===== config.mk =====
export PLATFORM = sky130hd
export DESIGN_NAME = nngl_cell
export DESIGN_NICKNAME = d
export VERILOG_FILES = /design/src/rtl/core/nngl_pkg.sv /design/src/rtl/core/nngl_cell.sv
export SDC_FILE = /design/constraint.sdc
export NUM_CORES = 1
export LEC_CHECK = 0
export ABC_AREA = 1
export BUFFER_PORTS_ARGS = -buffer_cell sky130_fd_sc_hd__buf_2
export CORE_MARGIN = 3
export CORE_UTILIZATION = 56
export DETAILED_ROUTE_END_ITERATION = 12
export HOLD_SLACK_MARGIN = 0.1
export MAX_ROUTING_LAYER = met4
export PLACE_DENSITY_LB_ADDON = 0.08
export SYNTH_ARGS = -nofsm -noshare
export SYNTH_HDL_FRONTEND = slang
export SYNTH_SLANG_ARGS = --single-unit

===== constraint.sdc =====
create_clock -name clk -period 7.9 [get_ports clk]
set_input_delay 2.37 -clock clk [delete_from_list [all_inputs] [get_ports clk]]
set_output_delay 2.37 -clock clk [all_outputs]
set_load 0.01 [all_outputs]

===== src/rtl/core/nngl_pkg.sv =====
package nngl_pkg;

  // Defaults for the top-level parameters
  localparam int MAX_POINTS_DEF = 16;
  localparam int VALUE_BITS_DEF = 32;

  // Fixed field widths
  localparam int REQ_W     = 2;
  localparam int AXIS_W    = 2;
  localparam int IDX_W     = 4;
  localparam int FIELD_W   = 32;
  localparam int SIZE_W    = 5;
  localparam int DIM_W     = 2;
  localparam int CFG_IDX_W = 2;
  localparam int CFG_W     = 5;

  // Request codes
  localparam logic [REQ_W-1:0] REQ_COORD = 2'd0;
  localparam logic [REQ_W-1:0] REQ_GRID  = 2'd1;
  localparam logic [REQ_W-1:0] REQ_QUERY = 2'd2;

  // Axis codes
  localparam logic [AXIS_W-1:0] AXIS_X = 2'd0;
  localparam logic [AXIS_W-1:0] AXIS_Y = 2'd1;
  localparam logic [AXIS_W-1:0] AXIS_Z = 2'd2;

  // Configuration register indexes
  localparam logic [CFG_IDX_W-1:0] CFG_DIMENSIONS = 2'd0;
  localparam logic [CFG_IDX_W-1:0] CFG_SIZE_X     = 2'd1;
  localparam logic [CFG_IDX_W-1:0] CFG_SIZE_Y     = 2'd2;
  localparam logic [CFG_IDX_W-1:0] CFG_SIZE_Z     = 2'd3;

  // Configuration codes and reset values
  localparam logic [DIM_W-1:0]  DIMS_TWO       = 2'd2;
  localparam logic [DIM_W-1:0]  DIMS_THREE     = 2'd3;
  localparam logic [SIZE_W-1:0] SIZE_RESET     = 5'd16;

  // Coordinate write command, broadcast to every cell
  typedef struct packed {
    logic              en;
    logic [AXIS_W-1:0] axis;
    logic [IDX_W-1:0]  index;
  } coord_wr_t;

endpackage


===== src/rtl/core/nngl_cell.sv =====
module nngl_cell #(
  parameter int INDEX = 0,
  parameter int EW    = 32,
  parameter int IW    = 4,
  parameter int CW    = 5
) (
  input  logic                     clk,
  input  logic                     rst,
  input  nngl_pkg::coord_wr_t      coord_wr,
  input  logic [EW-1:0]            wr_data,
  input  logic [2:0][CW-1:0]       counts,
  input  logic                     valid_in,
  input  logic [2:0][EW-1:0]       q_in,
  input  logic [2:0][EW:0]         best_d_in,
  input  logic [2:0][IW-1:0]       best_i_in,
  output logic                     valid_out,
  output logic [2:0][EW-1:0]       q_out,
  output logic [2:0][EW:0]         best_d_out,
  output logic [2:0][IW-1:0]       best_i_out
);
  import nngl_pkg::*;

  logic [2:0][EW-1:0] coord;
  logic [2:0][EW:0]   diff;
  logic [2:0][EW:0]   mag;
  logic [2:0]         take;
  logic [2:0]         wr_hit;

  always_comb begin
    for (int l = 0; l < 3; l++) begin
      diff[l] = {coord[l][EW-1], coord[l]} - {q_in[l][EW-1], q_in[l]};
      mag[l]  = diff[l][EW] ? (~diff[l] + 1'b1) : diff[l];
      // strict compare keeps ties at the lower index
      take[l] = (int'(counts[l]) > INDEX) && (mag[l] < best_d_in[l]);
    end
    wr_hit[0] = coord_wr.en && (coord_wr.axis == AXIS_X) && (int'(coord_wr.index) == INDEX);
    wr_hit[1] = coord_wr.en && (coord_wr.axis == AXIS_Y) && (int'(coord_wr.index) == INDEX);
    wr_hit[2] = coord_wr.en && (coord_wr.axis == AXIS_Z) && (int'(coord_wr.index) == INDEX);
  end

  always_ff @(posedge clk) begin
    for (int l = 0; l < 3; l++) begin
      if (wr_hit[l]) begin
        coord[l] <= wr_data;
      end
      q_out[l] <= q_in[l];
      if (take[l]) begin
        best_d_out[l] <= mag[l];
        best_i_out[l] <= IW'(INDEX);
      end else begin
        best_d_out[l] <= best_d_in[l];
        best_i_out[l] <= best_i_in[l];
      end
    end
  end

  always_ff @(posedge clk) begin
    if (rst) begin
      valid_out <= 1'b0;
    end else begin
      valid_out <= valid_in;
    end
  end

endmodule


; ---- Yosys cells after proc, flatten, opt, wreduce, memory -nomap -nowiden
; Cells that the tools add are included.
[op_classes]
add_sub_neg = 6
order_cmp = 6
eq_ne = 2
mux = 6
bitwise_logic = 3
reduce_logical = 11
[op_table]
columns = cell, n
row1 = 33-bit two-way mux, 6
row2 = 33-bit by 1-bit adder with 33-bit output (second input constant), 3
row3 = 33-bit less-than comparator, 3
row4 = 33-bit inverter, 3
row5 = 32-bit by 32-bit subtractor with 33-bit output, 3
row6 = 5-bit by 1-bit > comparator with 1-bit output (second input constant), 3
row7 = 1-bit logical AND, 9
row8 = 4-bit zero test, 1
row9 = 2-bit by 1-bit equality test with 1-bit output (second input constant), 1
row10 = 2-bit equality test (second input constant), 1
row11 = 2-bit zero test, 1
[totals]
register_bits = 304
out_inout_bits = 208
elab_cells = 47

; ---- Logic depth before layout (Yosys ltp)
[logic_depth]
ltp_word = 7
mapped_depth = 34
ltp_nobuf = 33

; ---- Worst setup path after synthesis
; No wires, ideal clock.
[synth_path]
path_type = input port to flip-flop
startpoint = in coord_wr[1] (netlist name)
endpoint = reg coord[0] (netlist name) (enable)
setup_ps = 505
arrival_ps = 6013
path_slack_ps = 1382
cell_stages = 2
path_buffers = 0
cell_sequence = or4_1 -> nor4_1
[synth_via]
elab_chain_cells = 2
[synth_rtl]
columns = item, line_no
row1 = "start, declared", nngl_cell.sv:9  ; input nngl_pkg::coord_wr_t coord_wr,
row2 = 4-bit zero test, nngl_cell.sv:36  ; wr_hit[0] = coord_wr.en && (coord_wr.axis == AXIS_X) && (int'(coord_wr.index) == INDEX);
row3 = 1-bit logical AND, nngl_cell.sv:36
row4 = named net wr_hit[0], nngl_cell.sv:27  ; logic [2:0] wr_hit;
row5 = "end signal, assigned by index", nngl_cell.sv:44  ; coord[l] <= wr_data;
row6 = "end, declared", nngl_cell.sv:23  ; logic [2:0][EW-1:0] coord;
; The timed path passes the listed nets, and every way through them passes these cells.
; A chain may end at the register's enable or synchronous reset.

; ---- Worst setup path in the final report
[layout_path]
startpoint = in q_in[32] (netlist name)
endpoint = reg best_d_out[53] (netlist name)
[layout_via]
elab_chain_cells = 7
[layout_rtl]
columns = item, line_no
row1 = "start, declared", nngl_cell.sv:13  ; input logic [2:0][EW-1:0] q_in,
row2 = 32-bit by 32-bit subtractor with 33-bit output *, nngl_cell.sv:31  ; diff[l] = {coord[l][EW-1], coord[l]} - {q_in[l][EW-1], q_in[l]};
row3 = 33-bit inverter, nngl_cell.sv:32  ; mag[l] = diff[l][EW] ? (~diff[l] + 1'b1) : diff[l];
row4 = 33-bit by 1-bit adder with 33-bit output, nngl_cell.sv:32
row5 = 33-bit two-way mux *, nngl_cell.sv:32
row6 = 33-bit less-than comparator, nngl_cell.sv:34  ; take[l] = (int'(counts[l]) > INDEX) && (mag[l] < best_d_in[l]);
row7 = 1-bit logical AND, nngl_cell.sv:34
row8 = 33-bit two-way mux *, nngl_cell.sv:47  ; if (take[l]) begin
row9 = "end signal, assigned by index", nngl_cell.sv:48  ; best_d_out[l] <= mag[l];
row10 = "end signal, assigned by index", nngl_cell.sv:51  ; best_d_out[l] <= best_d_in[l];
row11 = "end, declared", nngl_cell.sv:18  ; output logic [2:0][EW:0] best_d_out,
; Every way passes the cells marked *; elsewhere a longest branch is shown, timed or not.

==> insert_results.sql <==
INSERT INTO impl_metrics (metric_group, metric, value, unit) VALUES
('status', 'run_status', 'finished, final reports clean', ''),
('worst_setup_path', 'cp_data_required_time', '8310', 'ps'),
('pwr', 'total_power', '4.87', 'mW'),
('worst_setup_path', 'endpoint_class_of_the_critical_path', 'register', ''),
('sta', 'final_hold_viol_count', '0', ''),
('logic_synthesis', 'synth-seq-cells', '304', ''),
('detailed_routing', 'drc_errors', '0', ''),
('sta', 'skew', '15.5', 'ps'),
('final_layout', 'multi_input_area', '11800', 'um2'),
('logic_synthesis', 'syn_inst', '3245', ''),
('min_path', 'hold_depth', '3', ''),
('worst_setup_path', 'path_common_cell', 'sky130_fd_sc_hd__nand2_1', ''),
('sta', 'fmax', '143', 'MHz'),
('logic_synthesis', 'postSynthAreaPerCell', '6.60', 'um2'),
('logic_synthesis', 'number_of_synthesized_flops_with_an_enable_pin', '96', ''),
('logic_synthesis', 'syn_area', '21400', 'um2'),
('worst_setup_path', 'worst-path-max-fanout', '43', ''),
('cts', 'tritoncts.num_buffers', '34', ''),
('cts', 'clock-root-buffer', 'sky130_fd_sc_hd__clkbuf_16', ''),
('detailed_routing', 'm1WireLength', '29100', 'um'),
('floorplanning', 'fp-row-count', '70', ''),
('final_layout', 'design.final.nets', '4198', ''),
('detailed_routing', 'num_vias', '22400', ''),
('detailed_routing', 'firstDrtPassIters', '6', ''),
('detailed_routing', 'routed_via_density', '5.26', ''),
('logic_synthesis', 'number_of_different_library_cells_in_the_post_synthesis_netlist', '48', ''),
('worst_setup_path', 'crit_path_top_delay_cell', 'sky130_fd_sc_hd__xor2_4', ''),
('detailed_routing', 'route.detailed.wl_per_inst', '16.5', 'um'),
('placed_design', 'dp.final_hpwl', '57600', 'um'),
('pwr', 'pwr_density_cell', '191', 'nW/um2'),
('worst_setup_path', 'r2r_start', 'coord[32]$_DFFE_PP_', ''),
('final_layout', 'sequential_cell_area', '7050', 'um2'),
('sta', 'tightest_slew', '571', 'ps'),
('grt', 'grt_overflow', '0', ''),
('sta', 'timing.final.max_slew_violations', '0', ''),
('detailed_routing', 'wl_met2', '33200', 'um'),
('detailed_routing', 'wirelength', '70200', 'um'),
('logic_synthesis', 'yosysWarningCount', '0', ''),
('min_path', 'timing.hold.worst_endpoint', 'best_d_out[0]$_DFF_P_', ''),
('pwr', 'leakagePower', '14.5', 'nW'),
('detailed_routing', 'topRoutingLayerUsed', 'met4', ''),
('worst_setup_path', 'crit-reg2reg-capture', 'best_d_out[53]$_DFF_P_', ''),
('cts', 'cts_tree', 'yes', ''),
('cts', 'htree_num_levels', '2', ''),
('sta', 'maxSlewHeadroom', '0.616', ''),
('detailed_routing', 'drt_iter0_markers', '1717', ''),
('floorplanning', 'die_height', '202', 'um'),
('floorplanning', 'chipWidth', '202', 'um'),
('worst_setup_path', 'critPathMaxStageDelay', '440', 'ps'),
('placed_design', 'port_buffers', '471', ''),
('detailed_routing', 'route.met3.wl', '5100', 'um'),
('grt', 'grt_antenna_before_repair', '2', ''),
('sta', 'finalWorstSetupSlack', '931', 'ps'),
('floorplanning', 'placeableCoreArea', '37100', 'um2'),
('detailed_routing', 'final_antenna_net_count', '0', ''),
('grt', 'first_global_vias', '21900', ''),
('worst_setup_path', 'crit_path_start_kind', 'input port', ''),
('sta', 'grt_setup_unrepaired', 'false', ''),
('cts', 'post_cts_resized', '0', ''),
('placed_design', 'placement.setup.worst_slack', '577', 'ps'),
('min_path', 'min-delay-path-class', 'register to register', ''),
('cts', 'clock_path_buffers', '3', ''),
('floorplanning', 'design.die.area', '40600', 'um2'),
('worst_setup_path', 'timing.critical_path.arrival', '7380', 'ps'),
('final_layout', 'layout.cells.most_common', 'sky130_fd_sc_hd__nand2_1', ''),
('cts', 'cts.repair_timing.setup_buffer_count', '0', ''),
('logic_synthesis', 'synthArstFlopShare', '0', ''),
('pwr', 'peakVddDrop', '0.000203', 'V'),
('worst_setup_path', 'reg2reg_depth', '29', ''),
('sta', 'post-route-period-util', '0.882', ''),
('cts', 'cts_num_sinks', '304', '');
critical path, delay by kind of cell:
family,cells,cell delay [ps]
fa+ha+maj,3,930
simple gates,15,1620
compound gates,3,660
xor+xnor,2,670
buf+inv,6,1070
cells in the mapped netlist (2+ instances only):
| cell | count | area [um2] |
|---|---|---|
| sky130_fd_sc_hd__a211oi_1 | 2 | 15.0 |
| sky130_fd_sc_hd__nand3_2 | 5 | 50.1 |
| sky130_fd_sc_hd__buf_6 | 2 | 22.5 |
| sky130_fd_sc_hd__nand2_2 | 16 | 100 |
| sky130_fd_sc_hd__inv_1 | 647 | 2430 |
| sky130_fd_sc_hd__edfxtp_1 | 96 | 2880 |
| sky130_fd_sc_hd__xnor2_1 | 7 | 61.3 |
| sky130_fd_sc_hd__or2_1 | 4 | 25.0 |
| sky130_fd_sc_hd__nand2_1 | 1114 | 4180 |
| sky130_fd_sc_hd__nor2_1 | 234 | 878 |
| sky130_fd_sc_hd__o31ai_1 | 2 | 15.0 |
| sky130_fd_sc_hd__o221ai_1 | 6 | 52.6 |
| sky130_fd_sc_hd__buf_2 | 4 | 20.0 |
| sky130_fd_sc_hd__ha_1 | 195 | 2440 |
| sky130_fd_sc_hd__a21oi_1 | 121 | 606 |
| sky130_fd_sc_hd__clkbuf_1 | 17 | 63.8 |
| sky130_fd_sc_hd__o21ai_0 | 87 | 435 |
| sky130_fd_sc_hd__inv_2 | 6 | 22.5 |
| sky130_fd_sc_hd__and3_1 | 4 | 25.0 |
| sky130_fd_sc_hd__nand3_1 | 201 | 1010 |
| sky130_fd_sc_hd__o211ai_1 | 5 | 37.5 |
| sky130_fd_sc_hd__nor3b_1 | 2 | 15.0 |
| sky130_fd_sc_hd__nor2_2 | 11 | 68.8 |
| sky130_fd_sc_hd__nand3b_1 | 21 | 158 |
| sky130_fd_sc_hd__buf_4 | 5 | 37.5 |
| sky130_fd_sc_hd__a31oi_1 | 5 | 31.3 |
| sky130_fd_sc_hd__nand4_1 | 47 | 294 |
| sky130_fd_sc_hd__o21bai_1 | 7 | 52.6 |
| sky130_fd_sc_hd__and2_1 | 8 | 50.1 |
| sky130_fd_sc_hd__nor3_1 | 36 | 180 |
| sky130_fd_sc_hd__nor3_2 | 2 | 20.0 |
| sky130_fd_sc_hd__xnor2_2 | 4 | 65.1 |
| sky130_fd_sc_hd__a21boi_0 | 3 | 22.5 |
| sky130_fd_sc_hd__dfxtp_1 | 208 | 4160 |
| sky130_fd_sc_hd__nor4_1 | 7 | 43.8 |
| sky130_fd_sc_hd__o21ai_1 | 32 | 160 |
| sky130_fd_sc_hd__nor2_4 | 2 | 22.5 |
| sky130_fd_sc_hd__o21a_1 | 5 | 37.5 |
| sky130_fd_sc_hd__xor2_1 | 54 | 473 |
| sky130_fd_sc_hd__fa_1 | 3 | 60.1 |
final cells by class:
cell class                      count  area share
Antenna cell                        2    0.000197
Clock buffer                       46      0.0373
Clock inverter                     14     0.00526
Inverter                          655      0.0967
Multi-Input combinational cell   2258       0.462
Sequential cell                   304       0.277
Tap cell                          504      0.0248
Timing Repair Buffer              483      0.0966
report_power, final:
| group | switching (mW) | internal [mW] | total, mW |
|---|---|---|---|
| combinational | 0.922 | 0.517 | 1.44 |
| sequential | 0.0493 | 1.78 | 1.83 |
| clock | 0.681 | 0.913 | 1.59 |
| total | 1.65 | 3.21 | 4.87 |
per-layer routing:
layer | vias up | GRT usage
met3 | 173 | 0.0430
met1 | 10200 | 0.427
met4 | 0 | 0.134
li1 | 11100 | -
met2 | 940 | 0.578
met5 | - | -
sequential cells by signal, indices dropped and copies added, names as in the netlist:
register,cells
best_d_out,99
best_i_out,12
coord,96
q_out,96
valid_out,1
worst max path at each step:
stage,start,end,slack (ps),cells after the start
after global routing,q_in[32],best_d_out[53]$_DFF_P_,570,26
after CTS,q_in[32],best_d_out[53]$_DFF_P_,1080,29
after floorplan,coord_wr[1],coord[0]$_DFFE_PP_,1380,2
final,q_in[32],best_d_out[53]$_DFF_P_,930,29
after detailed placement,q_in[32],best_d_out[53]$_DFF_P_,580,29
after global placement,q_in[32],best_d_out[53]$_DFF_P_,750,30
cell families (layout without fill, tap and decap cells):
logic type | Yosys count | count (layout) | synth area share
AOI/OAI and AO/OA | 276 | 276 | 0.0688
xor gates and xnor gates | 66 | 66 | 0.0293
adders and majority gates | 198 | 198 | 0.117
buffers and inverters | 683 | 1198 | 0.122
DFF | 304 | 304 | 0.329
other | 0 | 2 | 0
and+or+nand+nor | 1718 | 1718 | 0.334
through the flow:
step / util / hold WS, ps / std cells / area, um2
finish: 0.686 / 870 / 4266 / 25500
global route: 0.685 / 932 / 4265 / 25500
CTS: 0.685 / 877 / 4264 / 25500
detailed placement: 0.656 / 856 / 4204 / 24400
global placement: 0.656 / 830 / 4204 / 24400
floorplan: - / 681 / 3245 / 21400
Note: power is estimated with default switching activity, not from simulation.
